`config.mk`:
```
export PLATFORM = sky130hd
export DESIGN_NAME = virtual_timer_multiplexer
export DESIGN_NICKNAME = d
export VERILOG_FILES = /design/src/rtl/vtm_pkg.sv /design/src/rtl/vtm_alu.sv /design/src/rtl/vtm_count_bank.sv /design/src/rtl/vtm_seq.sv /design/src/rtl/virtual_timer_multiplexer.sv
export SDC_FILE = /design/constraint.sdc
export NUM_CORES = 1
export LEC_CHECK = 0
export BUFFER_PORTS_ARGS = -buffer_cell sky130_fd_sc_hd__buf_2
export CAP_MARGIN = 20
export CORE_MARGIN = 2
export CORE_UTILIZATION = 23
export DETAILED_ROUTE_END_ITERATION = 10
export GPL_TIMING_DRIVEN = 0
export PLACE_DENSITY_LB_ADDON = 0.3
export SETUP_SLACK_MARGIN = 0.5
export SLEW_MARGIN = 20
export SYNTH_ARGS = -nofsm -noshare
export SYNTH_HDL_FRONTEND = slang
export SYNTH_SLANG_ARGS = --single-unit
```
`constraint.sdc`:
```
create_clock -name clk -period 7.3 [get_ports clk]
set_input_delay 1.46 -clock clk [delete_from_list [all_inputs] [get_ports clk]]
set_output_delay 1.46 -clock clk [all_outputs]
set_load 0.005 [all_outputs]
```
`src/rtl/vtm_pkg.sv`:
```
// shared types, constants and codes for the virtual timer multiplexer
`timescale 1ns / 1ps

package vtm_pkg;

  localparam int NUM_TIMERS = 8;
  localparam int IDX_W      = 3;
  localparam int ACTIVE_W   = 4;
  localparam int CNT_W      = $clog2(NUM_TIMERS + 1);
  localparam int REQ_W      = 3;
  localparam int BASE_W     = 16;
  localparam int VAL_W      = 32;
  localparam int CFG_IDX_W  = 2;
  localparam int IN_TDATA_W  = 56;
  localparam int OUT_TDATA_W = 40;

  localparam logic [BASE_W-1:0] BASE_MAX = 16'hFFFF;

  localparam logic [REQ_W-1:0] REQ_TICK   = 3'd0;
  localparam logic [REQ_W-1:0] REQ_LOAD   = 3'd1;
  localparam logic [REQ_W-1:0] REQ_SET    = 3'd2;
  localparam logic [REQ_W-1:0] REQ_REBASE = 3'd3;
  localparam logic [REQ_W-1:0] REQ_CHECK  = 3'd4;
  localparam logic [REQ_W-1:0] REQ_READ   = 3'd5;

  localparam logic [CFG_IDX_W-1:0] CFG_ACTIVE_TIMERS = 2'd0;
  localparam logic [CFG_IDX_W-1:0] CFG_EXPIRED_MARK  = 2'd1;
  localparam logic [CFG_IDX_W-1:0] CFG_CHRON_START   = 2'd2;

  typedef struct packed {
    logic [ACTIVE_W-1:0] used_timers;
    logic [VAL_W-1:0]    expired_mark;
    logic [VAL_W-1:0]    chron_start;
  } vtm_cfg_t;

  typedef struct packed {
    logic [REQ_W-1:0]  req_type;
    logic [IDX_W-1:0]  timer_index;
    logic [BASE_W-1:0] base_ticks;
    logic [VAL_W-1:0]  timer_ticks;
  } vtm_item_t;

  typedef struct packed {
    logic [VAL_W-1:0] value;
    logic             expired;
    logic             stopped;
    logic             event_pending;
    logic             index_rejected;
  } vtm_result_t;

  typedef struct packed {
    logic [VAL_W-1:0] a;
    logic [VAL_W-1:0] b;
    logic             sub;
    logic [VAL_W-1:0] ca;
    logic [VAL_W-1:0] cb;
  } vtm_alu_req_t;

  typedef struct packed {
    logic [VAL_W-1:0] res;
    logic             borrow;
    logic             lt;
    logic             eq;
  } vtm_alu_rsp_t;

  typedef struct packed {
    logic             we;
    logic [IDX_W-1:0] addr;
    logic [VAL_W-1:0] data;
  } vtm_bank_wr_t;

endpackage

```
`src/rtl/vtm_alu.sv`:
```
// shared adder-subtractor and magnitude comparator
`timescale 1ns / 1ps

module vtm_alu (
  input  vtm_pkg::vtm_alu_req_t req,
  output vtm_pkg::vtm_alu_rsp_t rsp
);

  logic [vtm_pkg::VAL_W:0] sum;

  always_comb begin
    if (req.sub) begin
      sum = {1'b0, req.a} - {1'b0, req.b};
    end else begin
      sum = {1'b0, req.a} + {1'b0, req.b};
    end
    rsp.res    = sum[vtm_pkg::VAL_W-1:0];
    rsp.borrow = sum[vtm_pkg::VAL_W];
    rsp.lt     = req.ca < req.cb;
    rsp.eq     = req.ca == req.cb;
  end

endmodule

```
`src/rtl/vtm_count_bank.sv`:
```
// virtual timer count storage, one write and one read port
`timescale 1ns / 1ps

module vtm_count_bank (
  input  logic                         clk,
  input  logic                         rst,
  input  vtm_pkg::vtm_bank_wr_t        wr,
  input  logic [vtm_pkg::IDX_W-1:0]    raddr,
  output logic [vtm_pkg::VAL_W-1:0]    rdata
);

  logic [vtm_pkg::VAL_W-1:0] counts [vtm_pkg::NUM_TIMERS];

  always_ff @(posedge clk) begin
    if (rst) begin
      for (int i = 0; i < vtm_pkg::NUM_TIMERS; i++) begin
        counts[i] <= '0;
      end
    end else if (wr.we) begin
      counts[wr.addr] <= wr.data;
    end
  end

  assign rdata = counts[raddr];

endmodule

```
`src/rtl/vtm_seq.sv`:
```
// request sequencer driving the shared alu and the count bank
`timescale 1ns / 1ps

module vtm_seq (
  input  logic                      clk,
  input  logic                      rst,
  input  vtm_pkg::vtm_cfg_t         cfg,
  input  logic                      in_valid,
  output logic                      in_ready,
  input  vtm_pkg::vtm_item_t        in_item,
  output logic                      res_valid,
  input  logic                      res_ready,
  output vtm_pkg::vtm_result_t      res_out
);

  localparam logic [3:0] S_IDLE  = 4'd0;
  localparam logic [3:0] S_EXEC  = 4'd1;
  localparam logic [3:0] S_SET2  = 4'd2;
  localparam logic [3:0] S_SET3  = 4'd3;
  localparam logic [3:0] S_RD2   = 4'd4;
  localparam logic [3:0] S_RD3   = 4'd5;
  localparam logic [3:0] S_RBA   = 4'd6;
  localparam logic [3:0] S_RBB   = 4'd7;
  localparam logic [3:0] S_RBEND = 4'd8;
  localparam logic [3:0] S_DONE  = 4'd9;

  localparam int BW = vtm_pkg::BASE_W;
  localparam int VW = vtm_pkg::VAL_W;

  logic [3:0] state, state_next;
  logic [vtm_pkg::CNT_W-1:0] cnt, cnt_next;
  logic [vtm_pkg::CNT_W-1:0] cnt_inc;
  vtm_pkg::vtm_item_t item, item_next;
  vtm_pkg::vtm_result_t res, res_next;
  logic [BW-1:0] spent, spent_next;
  logic [VW-1:0] tmp, tmp_next;
  logic [VW-1:0] newc, newc_next;
  logic live, live_next;
  logic [VW-1:0] low, low_next;
  logic found, found_next;
  logic [BW-1:0] base_remaining, base_remaining_next;
  logic [BW-1:0] base_loaded, base_loaded_next;
  logic timer_event, timer_event_next;

  vtm_pkg::vtm_alu_req_t alu_req;
  vtm_pkg::vtm_alu_rsp_t alu_rsp;
  vtm_pkg::vtm_bank_wr_t bank_wr;
  logic [vtm_pkg::IDX_W-1:0] raddr;
  logic [VW-1:0] rdata;

  logic [BW-1:0] t_clamp;
  logic [BW-1:0] low16;
  logic addressed;
  logic index_ok;

  vtm_alu u_alu (
    .req (alu_req),
    .rsp (alu_rsp)
  );

  vtm_count_bank u_bank (
    .clk   (clk),
    .rst   (rst),
    .wr    (bank_wr),
    .raddr (raddr),
    .rdata (rdata)
  );

  assign t_clamp   = (|item.timer_ticks[VW-1:BW]) ? vtm_pkg::BASE_MAX
                                                  : item.timer_ticks[BW-1:0];
  assign low16     = !found ? '0 :
                     (|low[VW-1:BW]) ? vtm_pkg::BASE_MAX : low[BW-1:0];
  assign addressed = (item.req_type == vtm_pkg::REQ_SET) ||
                     (item.req_type == vtm_pkg::REQ_CHECK) ||
                     (item.req_type == vtm_pkg::REQ_READ);
  assign index_ok  = vtm_pkg::CNT_W'(item.timer_index) < vtm_pkg::CNT_W'(cfg.used_timers);
  assign cnt_inc   = cnt + vtm_pkg::CNT_W'(1);

  always_comb begin
    state_next          = state;
    cnt_next            = cnt;
    item_next           = item;
    res_next            = res;
    spent_next          = spent;
    tmp_next            = tmp;
    newc_next           = newc;
    live_next           = live;
    low_next            = low;
    found_next          = found;
    base_remaining_next = base_remaining;
    base_loaded_next    = base_loaded;
    timer_event_next    = timer_event;
    alu_req             = '0;
    bank_wr             = '0;
    raddr               = item.timer_index;
    in_ready            = 1'b0;
    res_valid           = 1'b0;

    unique case (state)
      S_IDLE: begin
        in_ready = 1'b1;
        if (in_valid) begin
          item_next  = in_item;
          res_next   = '0;
          state_next = S_EXEC;
        end
      end
      S_EXEC: begin
        state_next = S_DONE;
        if (addressed && !index_ok) begin
          res_next.index_rejected = 1'b1;
        end else begin
          case (item.req_type)
            vtm_pkg::REQ_TICK: begin
              alu_req.a   = VW'(base_remaining);
              alu_req.b   = VW'(item.base_ticks);
              alu_req.sub = 1'b1;
              if (alu_rsp.borrow || alu_rsp.res == '0) begin
                if (base_remaining != '0) begin
                  timer_event_next    = 1'b1;
                  base_remaining_next = '0;
                end
              end else begin
                base_remaining_next = alu_rsp.res[BW-1:0];
              end
            end
            vtm_pkg::REQ_LOAD: begin
              base_remaining_next = item.base_ticks;
              base_loaded_next    = item.base_ticks;
            end
            vtm_pkg::REQ_SET: begin
              if (item.timer_ticks == '0) begin
                bank_wr.we       = 1'b1;
                bank_wr.addr     = item.timer_index;
                bank_wr.data     = '0;
                res_next.stopped = 1'b1;
              end else if (base_remaining == '0 && !timer_event) begin
                bank_wr.we          = 1'b1;
                bank_wr.addr        = item.timer_index;
                bank_wr.data        = item.timer_ticks;
                base_remaining_next = t_clamp;
                base_loaded_next    = t_clamp;
              end else begin
                alu_req.a   = VW'(base_loaded);
                alu_req.b   = VW'(base_remaining);
                alu_req.sub = 1'b1;
                spent_next  = alu_rsp.res[BW-1:0];
                state_next  = S_SET2;
              end
            end
            vtm_pkg::REQ_REBASE: begin
              cnt_next   = '0;
              low_next   = cfg.expired_mark;
              found_next = 1'b0;
              state_next = (cfg.used_timers == '0) ? S_RBEND : S_RBA;
            end
            vtm_pkg::REQ_CHECK: begin
              alu_req.ca = rdata;
              alu_req.cb = cfg.expired_mark;
              if (alu_rsp.eq) begin
                bank_wr.we       = 1'b1;
                bank_wr.addr     = item.timer_index;
                bank_wr.data     = '0;
                res_next.expired = 1'b1;
                res_next.stopped = 1'b1;
              end else begin
                res_next.stopped = rdata == '0;
              end
            end
            vtm_pkg::REQ_READ: begin
              alu_req.a   = VW'(base_loaded);
              alu_req.b   = VW'(base_remaining);
              alu_req.sub = 1'b1;
              spent_next  = alu_rsp.res[BW-1:0];
              state_next  = S_RD2;
            end
            default: begin
              state_next = S_DONE;
            end
          endcase
        end
      end
      S_SET2: begin
        alu_req.a        = item.timer_ticks;
        alu_req.b        = VW'(spent);
        bank_wr.we       = 1'b1;
        bank_wr.addr     = item.timer_index;
        bank_wr.data     = alu_rsp.res;
        res_next.stopped = alu_rsp.res == '0;
        state_next       = S_SET3;
      end
      S_SET3: begin
        alu_req.a  = VW'(t_clamp);
        alu_req.b  = VW'(spent);
        alu_req.ca = VW'(t_clamp);
        alu_req.cb = VW'(base_remaining);
        if (alu_rsp.lt) begin
          base_loaded_next    = alu_rsp.res[BW-1:0];
          base_remaining_next = t_clamp;
        end
        state_next = S_DONE;
      end
      S_RD2: begin
        alu_req.a   = cfg.chron_start;
        alu_req.b   = rdata;
        alu_req.sub = 1'b1;
        tmp_next    = alu_rsp.res;
        state_next  = S_RD3;
      end
      S_RD3: begin
        alu_req.a        = tmp;
        alu_req.b        = VW'(spent);
        res_next.value   = alu_rsp.res;
        res_next.stopped = rdata == '0;
        state_next       = S_DONE;
      end
      S_RBA: begin
        raddr       = cnt[vtm_pkg::IDX_W-1:0];
        alu_req.ca  = rdata;
        alu_req.cb  = cfg.expired_mark;
        alu_req.a   = rdata;
        alu_req.b   = VW'(base_loaded);
        alu_req.sub = 1'b1;
        live_next   = (rdata != '0) && alu_rsp.lt;
        newc_next   = (!alu_rsp.borrow && alu_rsp.res != '0) ? alu_rsp.res
                                                             : cfg.expired_mark;
        state_next  = S_RBB;
      end
      S_RBB: begin
        raddr        = cnt[vtm_pkg::IDX_W-1:0];
        bank_wr.we   = live;
        bank_wr.addr = cnt[vtm_pkg::IDX_W-1:0];
        bank_wr.data = newc;
        alu_req.ca   = newc;
        alu_req.cb   = low;
        if (live && alu_rsp.lt) begin
          low_next   = newc;
          found_next = 1'b1;
        end
        cnt_next   = cnt_inc;
        state_next = (cnt_inc == vtm_pkg::CNT_W'(cfg.used_timers)) ? S_RBEND : S_RBA;
      end
      S_RBEND: begin
        timer_event_next    = 1'b0;
        base_remaining_next = low16;
        base_loaded_next    = low16;
        res_next.value      = VW'(low16);
        state_next          = S_DONE;
      end
      S_DONE: begin
        res_valid = 1'b1;
        if (res_ready) begin
          state_next = S_IDLE;
        end
      end
      default: begin
        state_next = S_IDLE;
      end
    endcase
  end

  always_comb begin
    res_out               = res;
    res_out.event_pending = timer_event;
  end

  always_ff @(posedge clk) begin
    if (rst) begin
      state          <= S_IDLE;
      cnt            <= '0;
      base_remaining <= '0;
      base_loaded    <= '0;
      timer_event    <= 1'b0;
    end else begin
      state          <= state_next;
      cnt            <= cnt_next;
      base_remaining <= base_remaining_next;
      base_loaded    <= base_loaded_next;
      timer_event    <= timer_event_next;
    end
  end

  always_ff @(posedge clk) begin
    item  <= item_next;
    res   <= res_next;
    spent <= spent_next;
    tmp   <= tmp_next;
    newc  <= newc_next;
    live  <= live_next;
    low   <= low_next;
    found <= found_next;
  end

endmodule

```
`src/rtl/virtual_timer_multiplexer.sv`:
```
// top level: configuration registers, stream unpacking and output register
`timescale 1ns / 1ps

// Virtual timer multiplexer: eight 32-bit virtual timers over one 16-bit base.
// Requests enter on the s_axis channel, one item each, with the request code in
// tuser; each request gives exactly one result item on the m_axis channel.
// Configuration writes go through cfg_valid/cfg_index/cfg_data, always ready; the user
// must make them while no request is in progress, which the block itself does not enforce.
// A request is taken only while the sequencer is idle. Each request passes
// through S_EXEC and S_DONE, from which its result moves into the output
// register. A nonzero set while the base runs or an event is pending goes
// through S_SET2 and S_SET3 before S_DONE, an elapsed read through S_RD2 and
// S_RD3, and a rebase through S_RBA and S_RBB for each active timer and then
// S_RBEND. The rebase walk over the timers, on the shared subtractor and
// comparator, sets the longest case.
// The result sits in an output register; the next request is taken as soon as
// the result is registered, even while the receiver stalls. A second result
// waits in the sequencer until the output register is free.
// Reset clears all timers, the base, the event flag and the output valid flag,
// and restores the configuration registers to eight timers, all-ones mark and
// all-ones start value.
module virtual_timer_multiplexer (
  input  logic                                clk,
  input  logic                                rst,
  input  logic                                s_axis_tvalid,
  output logic                                s_axis_tready,
  // timer_index, base_ticks, timer_ticks, zero fill
  input  logic [vtm_pkg::IN_TDATA_W-1:0]      s_axis_tdata,
  // req_type
  input  logic [vtm_pkg::REQ_W-1:0]           s_axis_tuser,
  output logic                                m_axis_tvalid,
  input  logic                                m_axis_tready,
  // value, expired, stopped, event_pending, index_rejected, zero fill
  output logic [vtm_pkg::OUT_TDATA_W-1:0]     m_axis_tdata,
  input  logic                                cfg_valid,
  output logic                                cfg_ready,
  input  logic [vtm_pkg::CFG_IDX_W-1:0]       cfg_index,
  input  logic [vtm_pkg::VAL_W-1:0]           cfg_data
);

  logic [vtm_pkg::ACTIVE_W-1:0] active_timers;
  logic [vtm_pkg::VAL_W-1:0]    expired_mark;
  logic [vtm_pkg::VAL_W-1:0]    chron_start;

  vtm_pkg::vtm_cfg_t    cfg;
  vtm_pkg::vtm_item_t   in_item;
  vtm_pkg::vtm_result_t res;
  logic                 res_valid;
  logic                 res_ready;
  logic                 out_valid;
  vtm_pkg::vtm_result_t out_res;

  assign cfg_ready = 1'b1;

  always_ff @(posedge clk) begin
    if (rst) begin
      active_timers <= vtm_pkg::ACTIVE_W'(8);
      expired_mark  <= '1;
      chron_start   <= '1;
    end else if (cfg_valid && cfg_ready) begin
      unique case (cfg_index)
        vtm_pkg::CFG_ACTIVE_TIMERS: active_timers <= cfg_data[vtm_pkg::ACTIVE_W-1:0];
        vtm_pkg::CFG_EXPIRED_MARK:  expired_mark  <= cfg_data;
        vtm_pkg::CFG_CHRON_START:   chron_start   <= cfg_data;
        default: ;
      endcase
    end
  end

  always_comb begin
    cfg.used_timers  = (active_timers > vtm_pkg::ACTIVE_W'(vtm_pkg::NUM_TIMERS))
                       ? vtm_pkg::ACTIVE_W'(vtm_pkg::NUM_TIMERS) : active_timers;
    cfg.expired_mark = expired_mark;
    cfg.chron_start  = chron_start;
  end

  always_comb begin
    in_item.req_type    = s_axis_tuser;
    in_item.timer_index = s_axis_tdata[2:0];
    in_item.base_ticks  = s_axis_tdata[18:3];
    in_item.timer_ticks = s_axis_tdata[50:19];
  end

  vtm_seq u_seq (
    .clk       (clk),
    .rst       (rst),
    .cfg       (cfg),
    .in_valid  (s_axis_tvalid),
    .in_ready  (s_axis_tready),
    .in_item   (in_item),
    .res_valid (res_valid),
    .res_ready (res_ready),
    .res_out   (res)
  );

  assign res_ready = !out_valid || m_axis_tready;

  always_ff @(posedge clk) begin
    if (rst) begin
      out_valid <= 1'b0;
    end else if (res_ready) begin
      out_valid <= res_valid;
    end
  end

  always_ff @(posedge clk) begin
    if (res_ready && res_valid) begin
      out_res <= res;
    end
  end

  assign m_axis_tvalid = out_valid;
  assign m_axis_tdata  = {4'b0, out_res.index_rejected, out_res.event_pending,
                          out_res.stopped, out_res.expired, out_res.value};

endmodule

```
==> impl_metrics.json <==
{
  "cp-end-kind": "flip-flop",
  "n_fill_cell": 13900,
  "finalHoldViolCount": 0,
  "grt_pass1_vias": 25500,
  "cp.required_ns": 7.73,
  "num_vias": 26700,
  "clk_latency_ns": 0.72,
  "ys.flop_type": "edfxtp_1",
  "power_leakage_nw": 14.4,
  "antenna_found_initial": 5,
  "combPwrFrac_pct": 59.7,
  "finClkSkew_ns": 0.0652,
  "cts_sinks": 605,
  "hp-start": "u_seq.res_out[10]",
  "p_clk_share_pct": 17.2,
  "slew_headroom_pct": 17.7,
  "wl_um": 137000,
  "drt_iter0_drc": 3414,
  "layout-drive-gt1-share_pct": 22.3,
  "fmax_mhz": 128,
  "yosys_warnings": 0,
  "syn_area_um2": 31100,
  "avgSynthCellArea_um2": 10.7,
  "ios": 141,
  "r2r_cells": 21,
  "worst_pin_slew_ns": 1.23,
  "period_share_pct": 107,
  "initial_core_util_pct": 23.2,
  "power_density_nw_per_um2": 548,
  "arrival_ns": 8.27,
  "grt_setup_unrepaired": "yes",
  "path_clk_slew_ns": 0.06,
  "reg2reg_from": "u_seq.state[1]",
  "syn_inst": 2903,
  "cp_max_fo": 10,
  "die_w_um": 372,
  "track_usage_pct": 19.4,
  "first_pass_iters": 8,
  "final_core_util_pct": 29.6,
  "rows": 134,
  "htree_num_levels": 3,
  "hpwlAfterDp_um": 100000,
  "layout.nets": 3409,
  "violations": "negative setup slack",
  "synth.ff_latch_count": 605,
  "maxSlewViolCount": 0,
  "cts_buffer_depth": 3,
  "syn_to_final_growth_pct": 27.4,
  "criticalPathCategory": "reg2reg",
  "ant_nets": 0,
  "rr_endpoint": "u_seq.newc[21]",
  "ys_types": 93,
  "grt-ovfl-total": 0,
  "post-route-drc-count": 0,
  "final_common_cell": "edfxtp_1",
  "hold_end": "m_axis_tdata[6]",
  "rrSetupSlack_ns": -0.54,
  "die_area_um2": 138000,
  "yosysSeqAreaShare_pct": 54.9,
  "root_buffer": "clkbuf_16",
  "gp_congestion": 1.02,
  "fp.dieH_um": 372,
  "avgViaCountPerCell": 5.26,
  "grt_pass1_wl_um": 191000,
  "p_seq_share_pct": 23.1,
  "whs_path_depth": 0,
  "fin_ws_ns": -0.542,
  "grt_max_degree": 43,
  "io_buffers": 130,
  "wl_per_cell_um": 27.1,
  "cap_violations": 0,
  "placeableCoreArea_um2": 134000,
  "hold_class": "reg2reg",
  "numCtsBuffers": 74,
  "async_flop_share_pct": 0,
  "cts_tree": "done",
  "startpoint_type": "flip-flop",
  "finalSetupTns_ns": -30.82,
  "status": "finished, violations left",
  "irDropWorstVdd_v": 0.000363,
  "setup_violations": 172,
  "p_int_w": 0.0117,
  "synth_edf_count": 495,
  "switchingPower_w": 0.00999,
  "p_sw_share_pct": 46.0,
  "period_needed_ns": 7.84,
  "final_cell_mix": "edfxtp_1, nand2_1, nor2_1",
  "dp_slack_ns": -2.83
}
==> worst max-delay path by stage <==
stage	startpoint	to	slack, ns	depth (start not counted)
2_1_floorplan	u_seq.state[3]	u_seq.newc[19]	0.33	27
3_3_place_gp	u_seq.state[2]	u_seq.low[26]	-4.97	19
3_5_place_dp	u_seq.item[18]	u_seq.newc[13]	-2.83	27
4_1_cts	u_seq.state[3]	u_seq.newc[20]	-0.50	28
5_1_grt	u_seq.cnt[0]	u_seq.newc[20]	-0.51	29
6_report	u_seq.state[1]	u_seq.newc[21]	-0.54	21
==> timing repair <==
action                                  in CTS  in global routing
setup buffers                               59                 46
endpoints found under the setup margin     661                614
resized for setup                          229                155
hold buffers                                 0                  0
cloned                                       7                  1
pin swaps                                   32                 67
hold endpoints to repair                     0                  0
==> power by group through the flow <==
| stage | clock [W] | sequential, W | combinational [W] |
|---|---|---|---|
| final | 0.00373 | 0.00501 | 0.0130 |
| after floorplan | 0 | 0.00487 | 0.00607 |
| after CTS | 0.00379 | 0.00502 | 0.0116 |
| after detailed placement | 0 | 0.00509 | 0.00957 |
| after global routing | 0.00392 | 0.00503 | 0.0135 |
| after global placement | 0 | 0.00513 | 0.00930 |
==> cells in the mapped netlist, types with 18 or more instances <==
cell type,number,area [um2]
a211o_1,20,175
a211oi_1,20,150
a21o_1,26,195
a21oi_1,124,621
a222oi_1,44,440
a22oi_1,52,390
a311oi_1,20,175
and2_1,21,131
and3_1,22,138
buf_2,19,95.1
clkbuf_1,144,541
dfxtp_1,110,2200
edfxtp_1,495,14900
ha_1,69,863
inv_1,66,248
mux2_2,23,259
mux2i_1,73,731
mux4_2,38,856
nand2_1,399,1500
nand2b_1,23,144
nand3_1,41,205
nand3b_1,63,473
nand4_1,34,213
nor2_1,392,1470
nor2b_1,20,125
nor3_1,38,190
nor4_1,23,144
o211ai_1,37,278
o21a_1,29,218
o21ai_0,163,816
o221ai_1,27,236
xnor2_1,19,166
xor2_1,18,158
==> sequential cells by signal, indices dropped and copies added (netlist names), 35 cells and up <==
name	flops
m_axis_tdata	36
u_seq.item	54
u_seq.res_out	35
u_seq.u_bank.counts	256
==> cell type report <==
cell class	count	area, um2	share of cell area, %
sequential	605	17100	43.1
multi-input combinational	2043	14500	36.6
tap	1768	2210	5.59
clock buffer	100	2110	5.32
timing repair buffer	257	2020	5.10
buffer	191	1130	2.86
clock inverter	32	292	0.736
inverter	69	272	0.686
antenna	2	5.00	0.0126
==> critical path, stage by stage, from the launching register on <==
cell and delay [ns]:
dfxtp_1 0.35, buf_6 0.16, buf_1 0.28, nand2b_1 0.26
nor2_2 0.79, clkbuf_1 0.83, nand2_1 0.11, nand3_1 0.12
nor3_1 0.08, ha_1 0.24, fa_1 0.45, xor2_1 0.60
nand3_1 0.18, a221oi_1 0.49, o2111ai_2 0.34, nor4_2 0.26
nand4_1 0.18, or4b_4 0.54, or4_4 0.56, nand3_4 0.22
buf_12 0.19, mux2_4 0.30
==> metrics by stage <==
stage | instance area (um2) | cells | total power [W] | hold slack [ns]
after floorplan | 31300 | 2906 | 0.0109 | 0.400
after global placement | 34200 | 4804 | 0.0144 | 0.404
after detailed placement | 34600 | 4820 | 0.0147 | 0.405
after CTS | 38700 | 5018 | 0.0204 | 0.417
after global routing | 39600 | 5066 | 0.0224 | 0.421
final | 39600 | 5067 | 0.0217 | 0.414
==> metal layers <==
metal / GRT usage [%] / up-vias / share of wire, %
met5: 0 / - / 0.017
met4: 8.88 / 4 / 5.0
met2: 29.8 / 1448 / 44
li1: - / 11600 / -
met1: 26.1 / 13300 / 42
met3: 4.04 / 290 / 9.5
==> kinds of logic after synthesis <==
group / Yosys count / synth area share (%)
other: 2 / 0.0242
AND/OR/NAND/NOR: 1112 / 16.3
multiplexers: 135 / 5.98
adder cells (fa/ha/maj): 70 / 2.84
AO/OA/AOI/OAI: 682 / 15.4
flip-flops: 605 / 54.9
buffers and inverters: 260 / 3.45
XOR/XNOR: 37 / 1.04
Power figures use the tool's default switching activity.
